==> src/sv/nfss_pkg.sv <==
// ----------------------------------------------------------------------------
// nfss_pkg
// Shared types and constants for the named file slot store.
// ----------------------------------------------------------------------------
package nfss_pkg;

    typedef enum logic [2:0] {
        ACT_CREATE = 3'd0,
        ACT_REMOVE = 3'd1,
        ACT_WRITE  = 3'd2,
        ACT_APPEND = 3'd3,
        ACT_DATA   = 3'd4,
        ACT_READ   = 3'd5,
        ACT_INFO   = 3'd6,
        ACT_NONE   = 3'd7
    } act_t;

    typedef enum logic [2:0] {
        ST_OK       = 3'd0,
        ST_BAD_NAME = 3'd1,
        ST_EXISTS   = 3'd2,
        ST_NO_SPACE = 3'd3,
        ST_NOT_FND  = 3'd4,
        ST_TOO_BIG  = 3'd5,
        ST_BUSY     = 3'd6,
        ST_NO_XFER  = 3'd7
    } status_t;

    typedef enum logic [1:0] {
        BK_IDLE,
        BK_EXEC,
        BK_READ
    } bk_state_t;

    // one classified command word handed from front to back
    typedef struct packed {
        logic [2:0]  action;
        logic [63:0] name;
        logic        name_ok;
        logic [7:0]  count;
        logic [7:0]  data;
        logic [3:0]  rank;
    } cmd_t;

    // legal name character
    function automatic logic char_ok(input logic [7:0] c);
        char_ok = (c >= 8'h61 && c <= 8'h7A) || (c >= 8'h41 && c <= 8'h5A) ||
                  (c >= 8'h30 && c <= 8'h39) || c == 8'h2E || c == 8'h5F ||
                  c == 8'h2D;
    endfunction

endpackage

==> src/sv/nfss_front.sv <==
// ----------------------------------------------------------------------------
// nfss_front
// Accept command words, canonicalise and check the name, queue them.
// ----------------------------------------------------------------------------
module nfss_front #(
    parameter int NAME_CHARS = 8
) (
    input  logic              clk,
    input  logic              rst_n,
    input  logic              in_valid,
    output logic              in_ready,
    input  logic [2:0]        action,
    input  logic [63:0]       file_name,
    input  logic [7:0]        count_or_capacity,
    input  logic [7:0]        byte_in,
    input  logic [3:0]        file_rank,
    output logic              cmd_valid,
    input  logic              cmd_take,
    output nfss_pkg::cmd_t    cmd
);

    nfss_pkg::cmd_t q_reg [2];
    logic [1:0] cnt_reg;
    logic       wp_reg, rp_reg;
    nfss_pkg::cmd_t c_in;
    logic [63:0] canon;
    logic        term, bad;
    logic [3:0]  len;

    // build the canonical name and check it
    always_comb
    begin
        canon = '0;
        term  = 1'b0;
        bad   = 1'b0;
        len   = '0;
        for (int i = 0; i < 8; i++)
        begin
            if (file_name[8*i +: 8] == 8'h00)
                term = 1'b1;
            if (!term)
            begin
                canon[8*i +: 8] = file_name[8*i +: 8];
                len = len + 4'd1;
                if (!nfss_pkg::char_ok(file_name[8*i +: 8]))
                    bad = 1'b1;
            end
        end
        c_in.action  = action;
        c_in.name    = canon;
        c_in.name_ok = !bad && len != 4'd0 && len <= 4'(NAME_CHARS) &&
                       canon != 64'h2E && canon != 64'h2E2E;
        c_in.count   = count_or_capacity;
        c_in.data    = byte_in;
        c_in.rank    = file_rank;
    end

    assign in_ready  = cnt_reg != 2'd2;
    assign cmd_valid = cnt_reg != 2'd0;
    assign cmd       = q_reg[rp_reg];

    // store into the two-word queue
    always_ff @(posedge clk)
    begin
        if (in_valid && in_ready)
            q_reg[wp_reg] <= c_in;
    end

    // advance queue pointers
    always_ff @(posedge clk or negedge rst_n)
    begin
        if (!rst_n)
        begin
            cnt_reg <= '0;
            wp_reg  <= 1'b0;
            rp_reg  <= 1'b0;
        end
        else
        begin
            if (in_valid && in_ready)
                wp_reg <= !wp_reg;
            if (cmd_take)
                rp_reg <= !rp_reg;
            cnt_reg <= cnt_reg + 2'(in_valid && in_ready) - 2'(cmd_take);
        end
    end

endmodule

==> config.mk <==
export PLATFORM = sky130hd
export DESIGN_NAME = nfss_front
export DESIGN_NICKNAME = d
export VERILOG_FILES = /design/src/sv/nfss_pkg.sv /design/src/sv/nfss_front.sv
export SDC_FILE = /design/constraint.sdc
export NUM_CORES = 1
export LEC_CHECK = 0
export ABC_AREA = 0
export BUFFER_PORTS_ARGS = -buffer_cell sky130_fd_sc_hd__buf_4
export CORE_MARGIN = 2
export CORE_UTILIZATION = 59
export CTS_CLUSTER_SIZE = 24
export DETAILED_ROUTE_END_ITERATION = 10
export GPL_TIMING_DRIVEN = 1
export PLACE_DENSITY = 0.86
export SLEW_MARGIN = 40
export SYNTH_ARGS = -nofsm -noshare
export SYNTH_HDL_FRONTEND = slang
export SYNTH_SLANG_ARGS = --single-unit
==> constraint.sdc <==
create_clock -name clk -period 7.2 [get_ports clk]
set_clock_uncertainty 0.1 [all_clocks]
set_input_delay 1.44 -clock clk [delete_from_list [all_inputs] [get_ports clk]]
set_output_delay 1.44 -clock clk [all_outputs]
set_load 0.05 [all_outputs]
==> results of run 1 <==
[worst max-delay path: cells and delay by family]
kind / cells / cell delay (ns)
XOR/XNOR: 1 / 0.18
multiplexers: 2 / 0.37
buffers and inverters: 2 / 0.29
AND/OR/NAND/NOR: 8 / 2.03
adder cells (fa/ha/maj): 5 / 1.48
AO/OA/AOI/OAI: 5 / 1.04
[power by group through the flow]
stage	clock (mW)	sequential, mW	combinational (mW)
2_1_floorplan	0	1.52	1.37
3_3_place_gp	0	1.50	1.90
3_5_place_dp	0	1.52	1.92
4_1_cts	0.881	1.50	1.93
5_1_grt	0.922	1.51	2.00
6_report	0.873	1.50	1.92
[area by class of cell]
class                      instances  area (sq um)
clock inverter                    14           129
fill                             874          3420
tap                              180           225
timing repair buffer             186          1410
sequential                       180          5390
multi-input combinational        354          2740
inverter                          10          37.5
clock buffer                      18           429
[Yosys cell counts (2+ instances only)]
master,instances
mux2i_1,3
buf_6,2
o21ai_0,19
or4_1,3
o31ai_1,3
xnor2_1,5
and2_1,16
nor3_1,8
o221ai_1,2
a211oi_2,2
nor2b_1,2
and3_4,2
o22ai_1,2
nand2b_1,7
nand4b_1,4
xor2_1,3
mux2_2,91
nor3b_1,2
a311oi_1,3
ha_1,7
or4_4,2
o311ai_0,2
nand4_1,7
a21oi_1,18
nor4_1,9
nor2_1,22
dfrtp_1,4
and3_1,31
inv_1,10
or2_2,3
a31oi_1,6
nand3b_1,3
edfxtp_1,176
and3_2,7
or3_1,2
nand2_1,22
clkbuf_1,26
nand3_1,13
[stage by stage]
step                      area [sq um]  setup slack [ns]
after global routing             10400             0.210
final                            10400             0.449
after CTS                        10300             0.541
after floorplan                   8270             0.879
after detailed placement          9790             0.128
after global placement            9780             0.407
[worst max path at each step]
stage	to	from
floorplan	q_reg[0][20]	file_name[3]
global placement	q_reg[0][20]	file_name[3]
detailed placement	q_reg[1][20]	file_name[3]
CTS	q_reg[0][20]	file_name[3]
global route	q_reg[0][20]	file_name[3]
finish	q_reg[0][20]	file_name[3]
[metal layers]
metal	vias to the layer above	share of wire, %
met5	-	0
met4	0	3.4
met3	55	5.7
met2	261	53
met1	2786	38
li1	2582	-
[cell families (layout without fill, tap and decap cells)]
kind of cell	after synthesis	in the layout	synth area share [%]
AO/OA/AOI/OAI	69	69	5.48
XOR/XNOR	8	8	0.847
adder cells (fa/ha/maj)	7	7	1.06
buffers and inverters	40	228	2.04
flip-flops	180	180	65.1
multiplexers	94	94	12.8
AND/OR/NAND/NOR	176	176	12.7
==> flow_summary.json, run 1 <==
{
  "worst_hold_path.num_cells": 1,
  "grt_setup_unrepaired": "no",
  "outcome": "finished, final reports clean",
  "maxCapViolCount": 0,
  "clock_path_buffers": 2,
  "clock_power_share_pct": 20.4,
  "core_sq_um": 13800,
  "cts-hold-fix-buffers": 0,
  "ys_ff_latch": 180,
  "internal-power_mw": 2.53,
  "final_min_period_over_clock_period_pct": 93.8,
  "startpoint_type": "primary input",
  "rr_startpoint": "cnt_reg[1]",
  "route.detailed.wl_per_inst_microns": 20.3,
  "cts_resized": 0,
  "totalWireLength_microns": 19100,
  "synth_enable_flop_cells": 176,
  "nNetsFinal": 847,
  "worst_hold_launch": "cnt_reg[0]",
  "dp_cell_count": 910,
  "relSlewSlack_pct": 41.2,
  "grt_start_max_net_pins": 90,
  "first_global_vias": 5552,
  "grt_most_used_layer": "met2",
  "synthesis.yosys.warnings": 0,
  "synth_ff_type": "edfxtp_1",
  "static-leakage-power_nw": 3.89,
  "clock_latency_ns": 0.42,
  "top_level_ports": 181,
  "worst_ir_drop_vdd_mv": 0.237,
  "chipHeight_microns": 122,
  "grt_pass1_wl_microns": 28800,
  "critical_path.reg2reg.endpoint": "q_reg[1][10]",
  "start_util_pct": 60.0,
  "grt.met2_usage_pct": 45.3,
  "synth.largest_area_cell": "edfxtp_1",
  "swShare_pct": 41.0,
  "post-layout-total-power_mw": 4.29,
  "antenna_found_initial": 0,
  "worstMarginPinSlew_ns": 0.874,
  "cts_root_buf": "clkbuf_16",
  "synth_seq_area_share_pct": 65.1,
  "final_util_pct": 75.2,
  "drive_gt1_share_pct": 44.2,
  "tritoncts": "built",
  "drt_drc_violations_left": 0,
  "slowest_stage": "or3_2",
  "grt_util_met1_pct": 30.3,
  "seqPwrFrac_pct": 34.9,
  "drt-pass1-iter-count": 5,
  "synthesis.instances": 574,
  "synth.net_count": 672,
  "worstSetupPathType": "primary input to flip-flop",
  "cpPeakStageDelay_ns": 0.65,
  "fmax_mhz": 148,
  "total_count_of_hold_check_failures_in_the_final_report": 0,
  "worstRegToRegCells": 3,
  "post_synth_instance_area_sq_um": 8270,
  "number_of_flip_flops_in_the_largest_register": 176,
  "worstHoldPathType": "flip-flop to flip-flop",
  "route.detailed.vias_per_inst": 6.03,
  "critical_path_arrival_ns": 6.81,
  "port_buffers": 180,
  "p_per_area_nw_per_um2": 414,
  "drt_first_iter_violations": 603,
  "fp-row-count": 43,
  "cts.clk_slew.worst_paths_ns": 0.06,
  "path_common_cell": "ha_1",
  "dpl.hpwl_microns": 12800,
  "final_weighted_congestion_in_routability_driven_placement": 0.884,
  "synth_cell_type_count": 63,
  "holdWs_ns": 0.424,
  "post-synth-top-area-fraction_pct": 63.9,
  "clock_sinks": 180,
  "final_max_slew_viol_count": 0,
  "post-cts-setup-buffer-count": 0,
  "synth.top_cells.by_area": "edfxtp_1, mux2_2, and3_1",
  "antenna_left": 0,
  "grt.met3_usage_pct": 4.00,
  "cts-htree-levels": 4,
  "layout.cells.non_filler": 942,
  "die_w_microns": 122,
  "hold_end": "cnt_reg[0]",
  "worstPathCellList": "buf_4 -> or4_1 -> or3_2 -> nand2_1 -> inv_1 -> ha_1 -> nor3_1 -> nor2_1 -> ha_1 -> mux2i_1 -> a21oi_1 -> ha_1 -> mux2_2 -> ha_1 -> nor2_1 -> nor2_1 -> ha_1 -> a31oi_1 -> nand3_1 -> a2111oi_1 -> a221oi_2 -> xnor2_1 -> a211oi_2",
  "routed-via-count": 5684,
  "min_period_ns": 6.75,
  "switchingPower_mw": 1.76,
  "avgSynthCellArea_sq_um": 14.4,
  "floorplan.die_area_sq_um": 15000,
  "r2r_slack_ns": 4.88,
  "setup_violations": 0,
  "timing.critical_path.fanout_max": 15,
  "combinationalPowerShare_pct": 44.7,
  "area_growth_syn_to_layout_pct": 25.2,
  "antenna-diode-count": 0,
  "final_common_cell": "buf_4",
  "number_of_buffers_created_by_cts": 17,
  "timing.critical_path.to_type": "flip-flop",
  "crit_required_ns": 7.25,
  "grt.total_usage_pct": 25.4,
  "most-common-layout-cells": "buf_4, edfxtp_1, mux2_2, and3_1, nand2_1",
  "grt_overflow_total": 0,
  "timing.setup.tns_ns": 0,
  "postSynth.asyncResetShare_pct": 2.22
}
Note: power is estimated with default switching activity, not from simulation.
==> run 2: changes to the inputs <==
--- a/config.mk
+++ b/config.mk
@@ -7,12 +7,14 @@
 export LEC_CHECK = 0
 export ABC_AREA = 0
 export BUFFER_PORTS_ARGS = -buffer_cell sky130_fd_sc_hd__buf_4
+export CELL_PAD_IN_SITES_DETAIL_PLACEMENT = 0
+export CELL_PAD_IN_SITES_GLOBAL_PLACEMENT = 1
 export CORE_MARGIN = 2
-export CORE_UTILIZATION = 59
+export CORE_UTILIZATION = 48
 export CTS_CLUSTER_SIZE = 24
 export DETAILED_ROUTE_END_ITERATION = 10
 export GPL_TIMING_DRIVEN = 1
-export PLACE_DENSITY = 0.86
+export PLACE_DENSITY_LB_ADDON = 0.1
 export SLEW_MARGIN = 40
 export SYNTH_ARGS = -nofsm -noshare
 export SYNTH_HDL_FRONTEND = slang
==> flow_summary.json, run 2 (same netlist as run 1, synthesis figures left out) <==
{
  "route.detailed.wl_per_inst_microns": 18.8,
  "cts.clk_slew.worst_paths_ns": 0.06,
  "rr_startpoint": "cnt_reg[1]",
  "number_of_flip_flops_in_the_largest_register": 176,
  "drt-pass1-iter-count": 4,
  "n_fill_cell": 1308,
  "area.sequential_sq_um": 5390,
  "fp-row-count": 47,
  "cts-htree-levels": 4,
  "die_w_microns": 135,
  "startpoint_type": "primary input",
  "chipHeight_microns": 135,
  "slowest_stage": "or3_2",
  "final_min_period_over_clock_period_pct": 90.6,
  "critical_path.reg2reg.endpoint": "q_reg[0][43]",
  "crit_required_ns": 7.25,
  "worstHoldPathType": "flip-flop to flip-flop",
  "path_common_cell": "ha_1",
  "finalInstanceArea_sq_um": 10400,
  "total_count_of_hold_check_failures_in_the_final_report": 0,
  "outcome": "finished, final reports clean",
  "final_max_slew_viol_count": 0,
  "cts_root_buf": "clkbuf_16",
  "worstRegToRegCells": 5,
  "totalWireLength_microns": 18500,
  "clock_path_buffers": 2,
  "p_per_area_nw_per_um2": 410,
  "clock_latency_ns": 0.42,
  "grt.total_usage_pct": 20.8,
  "worstSetupPathType": "primary input to flip-flop",
  "area_taken_by_multi_input_logic_gates_sq_um": 2750,
  "cts-hold-fix-buffers": 0,
  "min_period_ns": 6.53,
  "start_util_pct": 49.5,
  "worst_hold_path.num_cells": 1,
  "number_of_buffers_created_by_cts": 17,
  "maxCapViolCount": 0,
  "hold_end": "cnt_reg[0]",
  "clock_sinks": 180,
  "grt_start_max_net_pins": 57,
  "cts_resized": 0,
  "static-leakage-power_nw": 3.92,
  "drt_drc_violations_left": 0,
  "fmax_mhz": 153,
  "worstPathCellList": "buf_4 -> or4_1 -> or3_2 -> nand2_1 -> inv_1 -> ha_1 -> nor3_1 -> nor2_1 -> ha_1 -> mux2i_1 -> a21oi_1 -> ha_1 -> mux2_2 -> ha_1 -> nor2_1 -> nor2_1 -> ha_1 -> a31oi_1 -> nand3_1 -> a2111oi_1 -> a221oi_2 -> xnor2_1 -> a211oi_2",
  "antenna-diode-count": 0,
  "area_growth_syn_to_layout_pct": 26.3,
  "top_level_ports": 181,
  "drive_gt1_share_pct": 44.8,
  "floorplan.die_area_sq_um": 18300,
  "final_weighted_congestion_in_routability_driven_placement": 0.801,
  "antenna_found_initial": 0,
  "timing.critical_path.to_type": "flip-flop",
  "route.detailed.vias_per_inst": 5.60,
  "most-common-layout-cells": "buf_4, edfxtp_1, mux2_2, and3_1, nand2_1",
  "routed-via-count": 5515,
  "grt_setup_unrepaired": "no",
  "first_global_vias": 5571,
  "drt_first_iter_violations": 273,
  "r2r_slack_ns": 4.63,
  "dpl-instance-area_sq_um": 9870,
  "worst_ir_drop_vdd_mv": 0.221,
  "worstMarginPinSlew_ns": 0.811,
  "dpl.hpwl_microns": 12700,
  "setup_violations": 0,
  "relSlewSlack_pct": 45.9,
  "post-cts-setup-buffer-count": 0,
  "nNetsFinal": 849,
  "antenna_left": 0,
  "grt_overflow_total": 0,
  "final_common_cell": "buf_4",
  "cpPeakStageDelay_ns": 0.64,
  "timing.setup.tns_ns": 0,
  "worst_hold_launch": "cnt_reg[0]",
  "critical_path_arrival_ns": 6.58,
  "tritoncts": "built",
  "port_buffers": 180,
  "core_sq_um": 16700,
  "timing.critical_path.fanout_max": 15,
  "grt_pass1_wl_microns": 29200
}
-- run 2: cell count changes in the layout (fill, tap and decap cells not counted) --
cell,previous run,this run
buf_4,184,187
clkbuf_8,2,0
clkinv_2,1,3
nor4_1,9,7
nor4_2,0,2
buf_16,0,1
clkinv_1,2,1
clkinvlp_4,3,2
inv_6,3,2
inv_8,1,2
-- run 2: worst max-delay path by stage --
stage	cells past startpoint	from	endpoint	slack, ns
after floorplan	22	file_name[3]	q_reg[0][20]	0.88
after global placement	23	file_name[3]	q_reg[0][20]	0.46
after detailed placement	23	file_name[3]	q_reg[1][20]	0.23
after CTS	23	file_name[3]	q_reg[1][20]	0.68
after global routing	23	file_name[3]	q_reg[1][20]	0.30
final	23	file_name[3]	q_reg[1][20]	0.67
-- run 2: layer usage --
metal  up-vias  track usage, %  routed length, microns
li1       2603               -                       -
met1      2720            27.2                    8030
met2       170            35.3                    9320
met3        22            3.78                     864
met4         0            7.06                     276
met5         -               0                       0
-- run 2: final cells by class --
| cell class | instances | share of cell area [%] |
|---|---|---|
| sequential | 180 | 51.6 |
| multi-input combinational | 354 | 26.3 |
| timing repair buffer | 188 | 13.7 |
| clock buffer | 18 | 4.11 |
| tap | 220 | 2.64 |
| clock inverter | 14 | 1.25 |
| inverter | 10 | 0.360 |
-- run 2: worst max-delay path, delay by kind of cell --
family          cells  cell delay (ns)
mux                 2             0.35
compound gates      5             0.97
buf+inv             2             0.27
fa+ha+maj           5             1.46
simple gates        8             1.88
xor+xnor            1             0.20
-- run 2: metrics by stage --
stage               utilization [%]  setup WS (ns)  instances  power (mW)  hold WS (ns)
floorplan                         -          0.879        574        2.89         0.360
global placement               58.9          0.461        951        3.41         0.382
detailed placement             59.1          0.231        952        3.44         0.403
CTS                            62.4          0.675        984        4.33         0.420
global route                   62.5          0.301        984        4.46         0.455
finish                         62.5          0.675        984        4.28         0.421
-- run 2: power by group --
part           internal (mW)  total [mW]  switching (mW)
sequential              1.44        1.53          0.0991
clock                  0.481       0.884           0.403
combinational          0.616        1.86            1.25
total                   2.53        4.28            1.75
==> run 3: changes to the inputs <==
--- a/config.mk
+++ b/config.mk
@@ -15,7 +15,8 @@
 export DETAILED_ROUTE_END_ITERATION = 10
 export GPL_TIMING_DRIVEN = 1
 export PLACE_DENSITY_LB_ADDON = 0.1
-export SLEW_MARGIN = 40
+export SKIP_LAST_GASP = 1
+export SLEW_MARGIN = 15
 export SYNTH_ARGS = -nofsm -noshare
 export SYNTH_HDL_FRONTEND = slang
 export SYNTH_SLANG_ARGS = --single-unit
==> constraint.sdc (replaced) <==
create_clock -name clk -period 7.2 [get_ports clk]
set_clock_uncertainty 0.1 [all_clocks]
set_input_delay 0.36 -clock clk [delete_from_list [all_inputs] [get_ports clk]]
set_output_delay 0.36 -clock clk [all_outputs]
set_load 0.05 [all_outputs]
==> flow_summary.json, run 3 (same netlist as run 1, synthesis figures left out) <==
{
  "final_common_cell": "buf_4",
  "worstSetupPathType": "primary input to flip-flop",
  "start_util_pct": 49.5,
  "dpl.hpwl_microns": 12400,
  "route.detailed.wl_per_inst_microns": 18.5,
  "die_w_microns": 135,
  "grt_pass1_wl_microns": 28200,
  "top_level_ports": 181,
  "grt_setup_unrepaired": "no",
  "path_common_cell": "ha_1",
  "antenna_left": 0,
  "p_per_area_nw_per_um2": 412,
  "grt_start_max_net_pins": 56,
  "drt-pass1-iter-count": 4,
  "min_period_ns": 5.58,
  "cts-htree-levels": 4,
  "grt_overflow_total": 0,
  "most-common-layout-cells": "buf_4, edfxtp_1, mux2_2, and3_1, nand2_1",
  "totalWireLength_microns": 18200,
  "slowest_stage": "or3_2",
  "timing.setup.tns_ns": 0,
  "critical_path_arrival_ns": 5.64,
  "grt.total_usage_pct": 20.0,
  "antenna-diode-count": 0,
  "antenna_found_initial": 0,
  "final_max_slew_viol_count": 0,
  "first_global_vias": 5498,
  "drt_drc_violations_left": 0,
  "outcome": "finished, final reports clean",
  "clock_latency_ns": 0.42,
  "worstMarginPinSlew_ns": 1.07,
  "post-place-ws_ns": 1.18,
  "tritoncts": "built",
  "clock_path_buffers": 2,
  "clock_sinks": 180,
  "crit_required_ns": 7.25,
  "chipHeight_microns": 135,
  "number_of_buffers_created_by_cts": 17,
  "floorplan.die_area_sq_um": 18300,
  "worstHoldPathType": "primary input to flip-flop",
  "final_weighted_congestion_in_routability_driven_placement": 0.768,
  "maxCapViolCount": 0,
  "cts-hold-fix-buffers": 1,
  "total_count_of_hold_check_failures_in_the_final_report": 0,
  "startpoint_type": "primary input",
  "routed-via-count": 5464,
  "worst_ir_drop_vdd_mv": 0.236,
  "worstPathCellList": "buf_4 -> or4_1 -> or3_2 -> nand2_1 -> inv_1 -> ha_1 -> nor3_1 -> nor2_1 -> ha_1 -> mux2i_1 -> a21oi_1 -> ha_1 -> mux2_2 -> ha_1 -> nor2_1 -> nor2_1 -> ha_1 -> a31oi_1 -> nand3_1 -> a2111oi_1 -> a221oi_2 -> xnor2_1 -> a211oi_2",
  "drive_gt1_share_pct": 44.1,
  "timing.critical_path.to_type": "flip-flop",
  "timing.critical_path.fanout_max": 15,
  "cts_root_buf": "clkbuf_16",
  "core_sq_um": 16700,
  "static-leakage-power_nw": 3.91,
  "final_min_period_over_clock_period_pct": 77.5,
  "drt_first_iter_violations": 322,
  "cts_resized": 0,
  "n_fill_cell": 1358,
  "fmax_mhz": 179,
  "post-cts-setup-buffer-count": 0,
  "port_buffers": 180,
  "fp-row-count": 47,
  "dpl-instance-area_sq_um": 9820,
  "relSlewSlack_pct": 28.2,
  "cts.clk_slew.worst_paths_ns": 0.07,
  "finalInstanceArea_sq_um": 10400,
  "area_growth_syn_to_layout_pct": 26.0,
  "route.detailed.vias_per_inst": 5.56,
  "nNetsFinal": 847,
  "number_of_flip_flops_in_the_largest_register": 176,
  "setup_violations": 0,
  "setup_ws_ns": 1.62,
  "cpPeakStageDelay_ns": 0.64
}
## run 3: cell types whose count changed in the layout (fill, tap and decap cells not counted), sizes merged
| cell | before | now |
|---|---|---|
| clkinvlp | 2 | 1 |
| bufinv | 1 | 2 |
| dlygate4sd3 | 0 | 2 |
| buf | 188 | 184 |
## run 3: worst max-delay path: cells and delay by family
family | cells | cell delay, ns
xor gates and xnor gates | 1 | 0.19
adders and majority gates | 5 | 1.48
buffers and inverters | 2 | 0.30
and+or+nand+nor | 8 | 1.96
muxes | 2 | 0.45
AOI/OAI and AO/OA | 5 | 0.90
## run 3: power breakdown
| part | switching, mW | internal [mW] |
|---|---|---|
| registers | 0.0880 | 1.44 |
| logic | 1.25 | 0.606 |
| clock network | 0.396 | 0.516 |
## run 3: area by class of cell
cell class	instances	area, sq um	share of cell area [%]
Clock inverter	14	153	1.46
Tap cell	220	275	2.64
Multi-Input combinational cell	354	2740	26.2
Inverter	10	37.5	0.360
Clock buffer	18	429	4.12
Sequential cell	180	5390	51.7
Timing Repair Buffer	186	1400	13.4
## run 3: worst paths after layout
check,start,end,slack (ns),cells past startpoint
max,file_name[3],q_reg[1][20],1.62,23
min,file_rank[1],q_reg[1][1],0.02,1
max reg2reg,cnt_reg[1],q_reg[0][37],4.40,4
min reg2reg,cnt_reg[1],cnt_reg[1],0.41,1
max in group asynchronous,rst_n,rp_reg,6.72,2
min in group asynchronous,rst_n,cnt_reg[0],0.17,2
## run 3: metrics by stage
step	power, mW	cells	util (%)	hold slack, ns
global placement	3.40	948	58.8	0.0566
floorplan	2.89	574	-	-0.0356
finish	4.30	982	62.4	0.0181
detailed placement	3.42	948	58.8	0.0602
CTS	4.33	981	62.3	0.00213
global route	4.46	982	62.4	0.000790
## run 3: per-layer routing
| metal | up-vias | track usage [%] | share of wire [%] |
|---|---|---|---|
| met5 | - | 0 | 0 |
| met4 | 0 | 7.58 | 1.4 |
| met3 | 15 | 3.70 | 5.2 |
| met2 | 152 | 34.1 | 50 |
| met1 | 2706 | 25.6 | 43 |
| li1 | 2591 | - | - |
